<file path="src/rtl/http_chunked_body_decoder_unit_defines.svh">
// Assertion macros for the chunked body decoder RTL.
`ifndef HTTP_CHUNKED_BODY_DECODER_UNIT_DEFINES_SVH
`define HTTP_CHUNKED_BODY_DECODER_UNIT_DEFINES_SVH

// Same-cycle implication, checked out of reset
`define HCBD_ASSERT_NOW(lbl, clk, rstn, ante, cons, msg) \
    lbl: assert property (@(posedge clk) disable iff (!(rstn)) (ante) |-> (cons)) \
        else $error(msg);

// Next-cycle implication, checked out of reset
`define HCBD_ASSERT_NEXT(lbl, clk, rstn, ante, cons, msg) \
    lbl: assert property (@(posedge clk) disable iff (!(rstn)) (ante) |=> (cons)) \
        else $error(msg);

`endif

</file>
<file path="src/rtl/hcbd_pkg.sv">
// Types and constants for the chunked body decoder.
`default_nettype none

package hcbd_pkg;

    localparam int SIZE_LINE_MAX_DEF    = 64;
    localparam int TRAILER_LINE_MAX_DEF = 8192;
    localparam int COUNT_WIDTH_DEF      = 32;

    localparam logic [31:0] MAX_BODY_RESET = 32'd10485760;

    localparam int          CFG_ADDR_W    = 3;
    localparam logic [CFG_ADDR_W-1:0] REG_MAX_BODY = 3'd0;

    localparam logic [7:0] CHAR_CR  = 8'h0D;
    localparam logic [7:0] CHAR_LF  = 8'h0A;
    localparam logic [7:0] CHAR_SP  = 8'h20;
    localparam logic [7:0] CHAR_TAB = 8'h09;
    localparam logic [7:0] CHAR_VT  = 8'h0B;
    localparam logic [7:0] CHAR_FF  = 8'h0C;

    localparam int HEX_RADIX_BITS = 4;   // radix 16

    typedef enum logic [2:0] {
        STATUS_MORE     = 3'd0,
        STATUS_COMPLETE = 3'd1,
        STATUS_MALFORM  = 3'd2,
        STATUS_LARGE    = 3'd3,
        STATUS_IDLE     = 3'd4
    } status_t;

    typedef enum logic [10:0] {
        ST_IDLE   = 11'b000_0000_0001,
        ST_SIZE   = 11'b000_0000_0010,
        ST_DATA   = 11'b000_0000_0100,
        ST_DCR    = 11'b000_0000_1000,
        ST_DLF    = 11'b000_0001_0000,
        ST_TSTART = 11'b000_0010_0000,
        ST_TCR    = 11'b000_0100_0000,
        ST_TLINE  = 11'b000_1000_0000,
        ST_DONE   = 11'b001_0000_0000,
        ST_MALF   = 11'b010_0000_0000,
        ST_LARGE  = 11'b100_0000_0000
    } stage_t;

    typedef enum logic [1:0] {
        PH_BLANK  = 2'd0,
        PH_DIGITS = 2'd1,
        PH_STOP   = 2'd2
    } phase_t;

    // Classification of one size-line character
    typedef struct packed {
        logic       is_hex;
        logic       is_blank;
        logic [3:0] digit;
    } char_class_t;

    function automatic char_class_t classify(input logic [7:0] b);
        char_class_t c;
        c.is_blank = (b == CHAR_SP) || (b == CHAR_TAB) || (b == CHAR_VT) ||
                     (b == CHAR_FF) || (b == CHAR_CR);
        c.is_hex   = 1'b1;
        c.digit    = 4'd0;
        if (b >= 8'h30 && b <= 8'h39) begin
            c.digit = 4'(b - 8'h30);
        end else if (b >= 8'h61 && b <= 8'h66) begin
            c.digit = 4'(b - 8'h57);
        end else if (b >= 8'h41 && b <= 8'h46) begin
            c.digit = 4'(b - 8'h37);
        end else begin
            c.is_hex = 1'b0;
        end
        return c;
    endfunction

endpackage

`default_nettype wire

</file>
<file path="src/rtl/hcbd_size_parse.sv">
// Size-line digit parser: blank skip, hex accumulate with saturation, stop phase.
`default_nettype none

module hcbd_size_parse #(
    parameter int COUNT_WIDTH = hcbd_pkg::COUNT_WIDTH_DEF
) (
    input  wire logic [7:0]             byte_value,
    input  wire hcbd_pkg::phase_t       phase,
    input  wire logic [COUNT_WIDTH:0]   size_accum,
    output hcbd_pkg::phase_t            phase_next,
    output logic [COUNT_WIDTH:0]        size_accum_next
);

    localparam int RB = hcbd_pkg::HEX_RADIX_BITS;

    hcbd_pkg::char_class_t cls;
    logic                  will_ovf;
    logic [COUNT_WIDTH:0]  shifted;

    assign cls      = hcbd_pkg::classify(byte_value);
    // top nibble of the in-range value must be clear for the shift to fit
    assign will_ovf = |size_accum[COUNT_WIDTH-1 -: RB];
    assign shifted  = {1'b0, size_accum[COUNT_WIDTH-1-RB:0], cls.digit};

    always_comb begin
        phase_next      = phase;
        size_accum_next = size_accum;
        if (phase != hcbd_pkg::PH_STOP) begin
            priority if (phase == hcbd_pkg::PH_BLANK && cls.is_blank) begin
                phase_next = phase;
            end else if (cls.is_hex) begin
                phase_next = hcbd_pkg::PH_DIGITS;
                if (!size_accum[COUNT_WIDTH]) begin
                    if (will_ovf) begin
                        size_accum_next = {1'b1, {COUNT_WIDTH{1'b0}}};
                    end else begin
                        size_accum_next = shifted;
                    end
                end
            end else begin
                phase_next = hcbd_pkg::PH_STOP;
            end
        end
    end

endmodule

`default_nettype wire

</file>
<file path="src/rtl/http_chunked_body_decoder_unit.sv">
// Top level of the HTTP/1.1 chunked transfer body decoder.
// Usage:
//   s_ channel: one request per received body byte. s_tuser = 1 starts a new
//   chunked body (s_tdata ignored), s_tuser = 0 carries one byte in s_tdata.
//   m_ channel: exactly one result per request, in order. m_tuser flags a
//   payload byte in m_tdata[7:0]; m_tdata[10:8] carries the status
//   (0 need more, 1 complete, 2 malformed, 3 too large, 4 idle).
//   APB port: register 0 at byte address 0 is max_body.
// Timing:
//   The result is registered: the decode state and the result register both load
//   on the edge that accepts a request. Throughput is one byte per cycle,
//   set by the single result register whose ready is passed back to the
//   input whenever it is empty or being drained.
// Reset (aresetn low, synchronous): the decoder goes idle, max_body returns
//   to 10485760, the result register is emptied.
// Stall: while m_tready is low and a result is held, s_tready is low and the
//   decode state does not move.
`default_nettype none

module http_chunked_body_decoder_unit #(
    parameter int SIZE_LINE_MAX    = hcbd_pkg::SIZE_LINE_MAX_DEF,
    parameter int TRAILER_LINE_MAX = hcbd_pkg::TRAILER_LINE_MAX_DEF,
    parameter int COUNT_WIDTH      = hcbd_pkg::COUNT_WIDTH_DEF
) (
    input  wire logic        aclk,
    input  wire logic        aresetn,

    input  wire logic        s_tvalid,
    output logic             s_tready,
    input  wire logic [7:0]  s_tdata,   // [7:0] byte_value
    input  wire logic        s_tuser,   // [0] req_type

    output logic             m_tvalid,
    input  wire logic        m_tready,
    output logic [15:0]      m_tdata,   // [7:0] data_byte, [10:8] status, rest zero
    output logic             m_tuser,   // [0] is_data

    input  wire logic                            psel,
    input  wire logic                            penable,
    input  wire logic                            pwrite,
    input  wire logic [hcbd_pkg::CFG_ADDR_W-1:0] paddr,
    input  wire logic [31:0]                     pwdata,
    output logic [31:0]                          prdata,
    output logic                                 pready
);

    `include "http_chunked_body_decoder_unit_defines.svh"

    localparam int LC_TOP  = (SIZE_LINE_MAX > TRAILER_LINE_MAX + 1) ?
                             SIZE_LINE_MAX : TRAILER_LINE_MAX + 1;
    localparam int LC_W    = $clog2(LC_TOP + 1);
    localparam int CMP_W   = (COUNT_WIDTH + 1 > 32) ? COUNT_WIDTH + 1 : 32;

    localparam logic [LC_W-1:0] SIZE_LIMIT  = LC_W'(SIZE_LINE_MAX - 1);
    localparam logic [LC_W-1:0] TRAIL_LIMIT = LC_W'(TRAILER_LINE_MAX);

    // ---------------- configuration ----------------
    logic [31:0] max_body_reg;
    logic        cfg_wr;

    assign pready = 1'b1;
    assign cfg_wr = psel && penable && pwrite && pready;
    assign prdata = (paddr == hcbd_pkg::REG_MAX_BODY) ? max_body_reg : 32'd0;

    always_ff @(posedge aclk) begin
        if (!aresetn) begin
            max_body_reg <= hcbd_pkg::MAX_BODY_RESET;
        end else if (cfg_wr && paddr == hcbd_pkg::REG_MAX_BODY) begin
            max_body_reg <= pwdata;
        end
    end

    // ---------------- decode state ----------------
    hcbd_pkg::stage_t       stage_reg, stage_next;
    hcbd_pkg::phase_t       phase_reg, phase_next;
    logic [COUNT_WIDTH:0]   size_accum_reg, size_accum_next;
    logic [LC_W-1:0]        line_count_reg, line_count_next;
    logic [COUNT_WIDTH-1:0] chunk_left_reg, chunk_left_next;
    logic [COUNT_WIDTH-1:0] body_total_reg, body_total_next;

    logic                   m_tvalid_reg;
    logic [7:0]             data_byte_reg, data_byte_next;
    logic                   is_data_reg, is_data_next;
    hcbd_pkg::status_t      status_reg, status_next;

    hcbd_pkg::phase_t       pp_phase;
    logic [COUNT_WIDTH:0]   pp_accum;

    logic                   s_fire;
    logic [LC_W-1:0]        lc_inc;
    logic [CMP_W-1:0]       sum_ext;
    logic [CMP_W-1:0]       max_ext;
    logic                   too_large;
    logic [COUNT_WIDTH-1:0] chunk_dec;

    assign s_tready = !m_tvalid_reg || m_tready;
    assign s_fire   = s_tvalid && s_tready;
    assign lc_inc   = line_count_reg + LC_W'(1);
    assign chunk_dec = chunk_left_reg - COUNT_WIDTH'(1);

    assign sum_ext  = CMP_W'(body_total_reg) + CMP_W'(size_accum_reg);
    assign max_ext  = CMP_W'(max_body_reg);
    assign too_large = size_accum_reg[COUNT_WIDTH] || sum_ext[COUNT_WIDTH] ||
                       (sum_ext > max_ext);

    hcbd_size_parse #(
        .COUNT_WIDTH     (COUNT_WIDTH)
    ) u_size_parse (
        .byte_value      (s_tdata),
        .phase           (phase_reg),
        .size_accum      (size_accum_reg),
        .phase_next      (pp_phase),
        .size_accum_next (pp_accum)
    );

    always_comb begin
        stage_next      = stage_reg;
        phase_next      = phase_reg;
        size_accum_next = size_accum_reg;
        line_count_next = line_count_reg;
        chunk_left_next = chunk_left_reg;
        body_total_next = body_total_reg;
        data_byte_next  = 8'd0;
        is_data_next    = 1'b0;
        status_next     = hcbd_pkg::STATUS_MORE;

        if (s_tuser) begin
            stage_next      = hcbd_pkg::ST_SIZE;
            phase_next      = hcbd_pkg::PH_BLANK;
            size_accum_next = '0;
            line_count_next = '0;
            chunk_left_next = '0;
            body_total_next = '0;
        end else begin
            unique case (stage_reg)
                hcbd_pkg::ST_SIZE: begin
                    if (s_tdata == hcbd_pkg::CHAR_LF) begin
                        if (too_large) begin
                            stage_next  = hcbd_pkg::ST_LARGE;
                            status_next = hcbd_pkg::STATUS_LARGE;
                        end else begin
                            chunk_left_next = size_accum_reg[COUNT_WIDTH-1:0];
                            stage_next = (size_accum_reg == '0) ? hcbd_pkg::ST_TSTART
                                                                : hcbd_pkg::ST_DATA;
                        end
                        phase_next      = hcbd_pkg::PH_BLANK;
                        size_accum_next = '0;
                        line_count_next = '0;
                    end else begin
                        line_count_next = lc_inc;
                        if (lc_inc >= SIZE_LIMIT) begin
                            stage_next  = hcbd_pkg::ST_MALF;
                            status_next = hcbd_pkg::STATUS_MALFORM;
                        end else begin
                            phase_next      = pp_phase;
                            size_accum_next = pp_accum;
                        end
                    end
                end
                hcbd_pkg::ST_DATA: begin
                    data_byte_next  = s_tdata;
                    is_data_next    = 1'b1;
                    body_total_next = body_total_reg + COUNT_WIDTH'(1);
                    chunk_left_next = chunk_dec;
                    if (chunk_dec == '0) begin
                        stage_next = hcbd_pkg::ST_DCR;
                    end
                end
                hcbd_pkg::ST_DCR: begin
                    if (s_tdata == hcbd_pkg::CHAR_CR) begin
                        stage_next = hcbd_pkg::ST_DLF;
                    end else begin
                        stage_next  = hcbd_pkg::ST_MALF;
                        status_next = hcbd_pkg::STATUS_MALFORM;
                    end
                end
                hcbd_pkg::ST_DLF: begin
                    if (s_tdata == hcbd_pkg::CHAR_LF) begin
                        stage_next      = hcbd_pkg::ST_SIZE;
                        phase_next      = hcbd_pkg::PH_BLANK;
                        size_accum_next = '0;
                        line_count_next = '0;
                    end else begin
                        stage_next  = hcbd_pkg::ST_MALF;
                        status_next = hcbd_pkg::STATUS_MALFORM;
                    end
                end
                hcbd_pkg::ST_TSTART: begin
                    if (s_tdata == hcbd_pkg::CHAR_CR) begin
                        stage_next = hcbd_pkg::ST_TCR;
                    end else if (s_tdata != hcbd_pkg::CHAR_LF) begin
                        stage_next      = hcbd_pkg::ST_TLINE;
                        line_count_next = LC_W'(1);
                    end
                end
                hcbd_pkg::ST_TCR: begin
                    if (s_tdata == hcbd_pkg::CHAR_LF) begin
                        stage_next  = hcbd_pkg::ST_DONE;
                        status_next = hcbd_pkg::STATUS_COMPLETE;
                    end else begin
                        // lone CR opens an ordinary trailer line
                        stage_next      = hcbd_pkg::ST_TLINE;
                        line_count_next = LC_W'(2);
                    end
                end
                hcbd_pkg::ST_TLINE: begin
                    if (s_tdata == hcbd_pkg::CHAR_LF) begin
                        stage_next      = hcbd_pkg::ST_TSTART;
                        line_count_next = '0;
                    end else if (line_count_reg >= TRAIL_LIMIT) begin
                        line_count_next = lc_inc;
                        stage_next      = hcbd_pkg::ST_MALF;
                        status_next     = hcbd_pkg::STATUS_MALFORM;
                    end else begin
                        line_count_next = lc_inc;
                    end
                end
                hcbd_pkg::ST_DONE:  status_next = hcbd_pkg::STATUS_COMPLETE;
                hcbd_pkg::ST_MALF:  status_next = hcbd_pkg::STATUS_MALFORM;
                hcbd_pkg::ST_LARGE: status_next = hcbd_pkg::STATUS_LARGE;
                default:            status_next = hcbd_pkg::STATUS_IDLE;
            endcase
        end
    end

    always_ff @(posedge aclk) begin
        if (!aresetn) begin
            stage_reg      <= hcbd_pkg::ST_IDLE;
            phase_reg      <= hcbd_pkg::PH_BLANK;
            size_accum_reg <= '0;
            line_count_reg <= '0;
            chunk_left_reg <= '0;
            body_total_reg <= '0;
        end else if (s_fire) begin
            stage_reg      <= stage_next;
            phase_reg      <= phase_next;
            size_accum_reg <= size_accum_next;
            line_count_reg <= line_count_next;
            chunk_left_reg <= chunk_left_next;
            body_total_reg <= body_total_next;
        end
    end

    // ---------------- result register ----------------
    always_ff @(posedge aclk) begin
        if (!aresetn) begin
            m_tvalid_reg <= 1'b0;
        end else if (s_fire) begin
            m_tvalid_reg <= 1'b1;
        end else if (m_tready) begin
            m_tvalid_reg <= 1'b0;
        end
    end

    always_ff @(posedge aclk) begin
        if (s_fire) begin
            data_byte_reg <= data_byte_next;
            is_data_reg   <= is_data_next;
            status_reg    <= status_next;
        end
    end

    assign m_tvalid = m_tvalid_reg;
    assign m_tdata  = {5'd0, status_reg, data_byte_reg};
    assign m_tuser  = is_data_reg;

    // ---------------- checks ----------------
    `HCBD_ASSERT_NOW(a_stage_onehot, aclk, aresetn, 1'b1, $onehot(stage_reg),
        "decode stage lost its one-hot code")
    `HCBD_ASSERT_NOW(a_data_has_left, aclk, aresetn, stage_reg == hcbd_pkg::ST_DATA,
        chunk_left_reg != '0, "data stage entered with no bytes left in chunk")
    `HCBD_ASSERT_NOW(a_data_status, aclk, aresetn, m_tvalid_reg && is_data_reg,
        status_reg == hcbd_pkg::STATUS_MORE, "payload byte carried a final status")
    `HCBD_ASSERT_NEXT(a_start_clears, aclk, aresetn, s_fire && s_tuser,
        m_tvalid_reg && stage_reg == hcbd_pkg::ST_SIZE && body_total_reg == '0 &&
        status_reg == hcbd_pkg::STATUS_MORE, "start request did not reset the decoder")

endmodule

`default_nettype wire

</file>
<file path="config.mk">
export PLATFORM = sky130hd
export DESIGN_NAME = http_chunked_body_decoder_unit
export DESIGN_NICKNAME = d
export VERILOG_FILES = /design/src/rtl/hcbd_pkg.sv /design/src/rtl/hcbd_size_parse.sv /design/src/rtl/http_chunked_body_decoder_unit.sv
export VERILOG_INCLUDE_DIRS = /design/src /design/src/rtl
export SDC_FILE = /design/constraint.sdc
export NUM_CORES = 1
export LEC_CHECK = 0
export BUFFER_PORTS_ARGS = -buffer_cell sky130_fd_sc_hd__buf_4
export CAP_MARGIN = 20
export CORE_MARGIN = 4
export CORE_UTILIZATION = 55
export CTS_CLUSTER_DIAMETER = 150
export DETAILED_ROUTE_END_ITERATION = 8
export PLACE_DENSITY_LB_ADDON = 0.25
export SYNTH_ARGS = -nofsm -noshare
export SYNTH_HDL_FRONTEND = slang
export SYNTH_SLANG_ARGS = --single-unit
</file>
<file path="constraint.sdc">
create_clock -name aclk -period 5.15 [get_ports aclk]
set_input_delay 0.515 -clock aclk [delete_from_list [all_inputs] [get_ports aclk]]
set_output_delay 0.515 -clock aclk [all_outputs]
set_load 0.005 [all_outputs]
</file>
==> flow_summary.yaml <==
die:
  die-width_um: 153.4
  core_area_um2: 20490
  start_util: 0.5676
  dieArea_um2: 23540
  num_io_pins: 103
  die_h_um: 153.4
  rows: 52
route:
  drtPass1Iterations: 6
  final_antenna_net_count: 0
  drc: 0
  routedWlPerCell_um: 16.85
  drtIter0Drc: 769
  finalWirelength_mm: 31.46
  vias_per_cell: 5.914
  vias: 11040
critical_path:
  slowest_delay_ns: 0.61
  r2r_slack_ns: 0.23
  crit_type: "register to register"
  worstPathArrival_ns: 5.25
  r2r-start: "size_accum_reg[0]$_SDFFE_PN0P_"
  crit_path_top_delay_cell: "or4_4"
  startpoint_type: "register"
  path_delay_family: "compound AO/OA/AOI/OAI gates"
  crit_chain: "ha_1 > inv_1 > fa_1 > nand2b_4 > a21oi_4 > o41ai_4 > nand2_1 > a31oi_2 > o21ai_1 > a21o_1 > a41o_1 > xor2_1 > ha_1 > nand4_1 > or4_4 > nor2_1 > a221o_1 > buf_4 > a21oi_2 > o21ai_2 > buf_2 > o21ai_0"
  cp_max_fo: 6
  crit_path_frequent_cell: "ha_1"
  worstSetupEndpointType: "register"
  reg2reg_depth: 22
  timing.rr.end: "chunk_left_reg[4]$_SDFFE_PN0P_"
  crit_buf_inv: 3
  required_ns: 5.48
yosys:
  yosysSeqAreaShare: 0.3012
  ys_ff_latch: 169
  yosysUniqueCellTypes: 92
  synth-edff-count: 12
  avgSynthCellArea_um2: 7.876
  syn_area_um2: 11630
  syn_inst: 1477
  yosys_warnings: 0
  synthFlopType: "dfxtp_1"
  async_flop_share: 0
hold_path:
  holdPathStages: 3
  min_from: "pwdata[21]"
  min_to: "max_body_reg[21]$_SDFFE_PN1P_"
  hold_path_class: "input port to register"
placed_design:
  io_buffer_count: 96
  hpwl_mm: 23.05
  place_congestion: 0.9288
  place_area_um2: 12840
final_layout:
  fin_nets: 1713
  largest_register_ffs: 33
  fin_area_um2: 13530
  drive_gt1_frac: 0.1540
  final_common_cell: "nand2_1"
  layout.cells.most_common_list: "nand2_1, dfxtp_1, buf_4, nor2_1, a21oi_1"
  nFillCells: 1756
  diodes: 0
  syn_to_final_growth_pct: 16.32
  final_util: 0.6602
clocking:
  cts_made_buffers: 17
  htree_num_levels: 4
  clock-sinks: 169
  clk_latency_ns: 0.45
  cts-root-buf: "clkbuf_16"
  clkSlewWorstSetupHoldPaths_ns: 0.07
  cts_tree: "done"
  clockBufferDepth: 2
  cts_hold_buffers: 0
sta:
  slew_viol_final: 0
  final_hold_viol_count: 0
  slew_headroom: 0.4316
  holdWs_ns: 0.2972
  max_freq_mhz: 203.2
  final.setup.tns_ns: 0
  period_needed_ns: 4.921
  timing.final.crit_share: 0.9555
  setup_viol: 0
  finalClockSkew_ns: 0.01569
  worst_pin_slew_ns: 0.8455
global_route:
  grt_start_max_net_pins: 58
  grt.total_usage: 0.2593
  first_global_vias: 10460
  grt_pass1_wl_mm: 51.49
  grt-ovfl-total: 0
  antenna_found_initial: 0
run_status:
  status: "finished clean"
power:
  leakagePower_nw: 5.485
  p_per_area_nw_per_um2: 207.2
  ir_worst_vdd_mv: 0.1892
run:
  maxCapViolCount: 0
worst max path at each step:
stage,start,endpoint,cells past startpoint
after detailed placement,size_accum_reg[0]$_SDFFE_PN0P_,chunk_left_reg[21]$_SDFFE_PN0P_,22
final,size_accum_reg[0]$_SDFFE_PN0P_,chunk_left_reg[4]$_SDFFE_PN0P_,22
after global placement,size_accum_reg[0]$_SDFFE_PN0P_,chunk_left_reg[21]$_SDFFE_PN0P_,22
after floorplan,body_total_reg[0]$_SDFFE_PN0P_,chunk_left_reg[25]$_SDFFE_PN0P_,22
after CTS,size_accum_reg[0]$_SDFFE_PN0P_,chunk_left_reg[18]$_SDFFE_PN0P_,23
after global routing,size_accum_reg[0]$_SDFFE_PN0P_,chunk_left_reg[18]$_SDFFE_PN0P_,23
cell families (layout without fill, tap and decap cells):
family / Yosys count / in the layout / share of synthesized area
DFF: 169 / 169 / 0.3012
and+or+nand+nor: 640 / 640 / 0.2863
xor gates and xnor gates: 69 / 69 / 0.05195
buffers and inverters: 132 / 248 / 0.04991
muxes: 47 / 47 / 0.04066
AOI/OAI and AO/OA: 341 / 341 / 0.1859
adders and majority gates: 77 / 77 / 0.08347
other: 2 / 6 / 0.0006456
layer usage:
metal / vias to the layer above / wire (um) / track usage / share of wire
met2: 346 / 15300 / 0.4471 / 0.49
met5: - / 0 / 0 / 0
met1: 5187 / 13510 / 0.3271 / 0.43
met4: 0 / 718 / 0.07822 / 0.023
met3: 68 / 1930 / 0.05400 / 0.061
li1: 5441 / - / - / -
stage by stage:
stage	total power, W	setup WS [ns]	cells
after floorplan	0.001473	0.3207	1481
after global placement	0.001537	-0.04745	1834
after global routing	0.002882	-0.04832	1867
final	0.002803	0.2290	1867
after CTS	0.002811	0.02914	1867
after detailed placement	0.001540	-0.1299	1835
repair_timing:
item | CTS | global route
setup buffers | 0 | 0
cloned | 1 | 0
setup endpoints to repair | 33 | 36
gates resized for setup | 12 | 18
pin swaps | 2 | 9
synthesized netlist by cell type, drive strengths merged, types with 7 or more instances:
| library cell | number | area (um^2) |
|---|---|---|
| nor3b | 10 | 80.07 |
| edfxtp | 12 | 360.4 |
| xnor2 | 42 | 367.9 |
| and3 | 18 | 117.6 |
| o21ai | 96 | 484.2 |
| a21boi | 35 | 262.8 |
| nand2b | 10 | 65.06 |
| nand2 | 222 | 833.3 |
| nand4 | 26 | 162.7 |
| nor2 | 135 | 535.5 |
| a21o | 21 | 157.7 |
| buf | 16 | 143.9 |
| o211ai | 14 | 115.1 |
| nor2b | 13 | 81.33 |
| inv | 61 | 229.0 |
| nor4 | 30 | 266.5 |
| dfxtp | 157 | 3143 |
| a21oi | 100 | 508.0 |
| a211oi | 11 | 82.58 |
| nand3 | 41 | 222.7 |
| xor2 | 27 | 236.5 |
| and2 | 37 | 231.5 |
| mux2i | 45 | 450.4 |
| clkbuf | 55 | 207.7 |
| and4 | 7 | 61.31 |
| nand3b | 7 | 52.55 |
| ha | 76 | 950.9 |
| a31oi | 12 | 75.07 |
| nor3 | 45 | 275.3 |
| or3 | 18 | 132.6 |
final cells by class:
cell class	instances	area (um^2)	area share
clock buffer	21	460.4	0.03403
clock inverter	10	116.4	0.008600
inverter	61	229.0	0.01692
multi-input combinational	1180	7681	0.5677
sequential	169	3505	0.2590
tap	270	337.8	0.02497
timing repair buffer	156	1201	0.08877
power breakdown:
group | internal, W | total, W | switching, W
sequential | 0.00133 | 0.00134 | 0.00000618
clock | 0.000739 | 0.00129 | 0.000550
combinational | 0.0000756 | 0.000178 | 0.000103
total | 0.00214 | 0.00280 | 0.000658
tightest hold or removal path: stages:
cell and delay, ns:
buf_4 0.08, nand2_1 0.04, o211ai_1 0.07
Note: power is estimated with default switching activity, not from simulation.
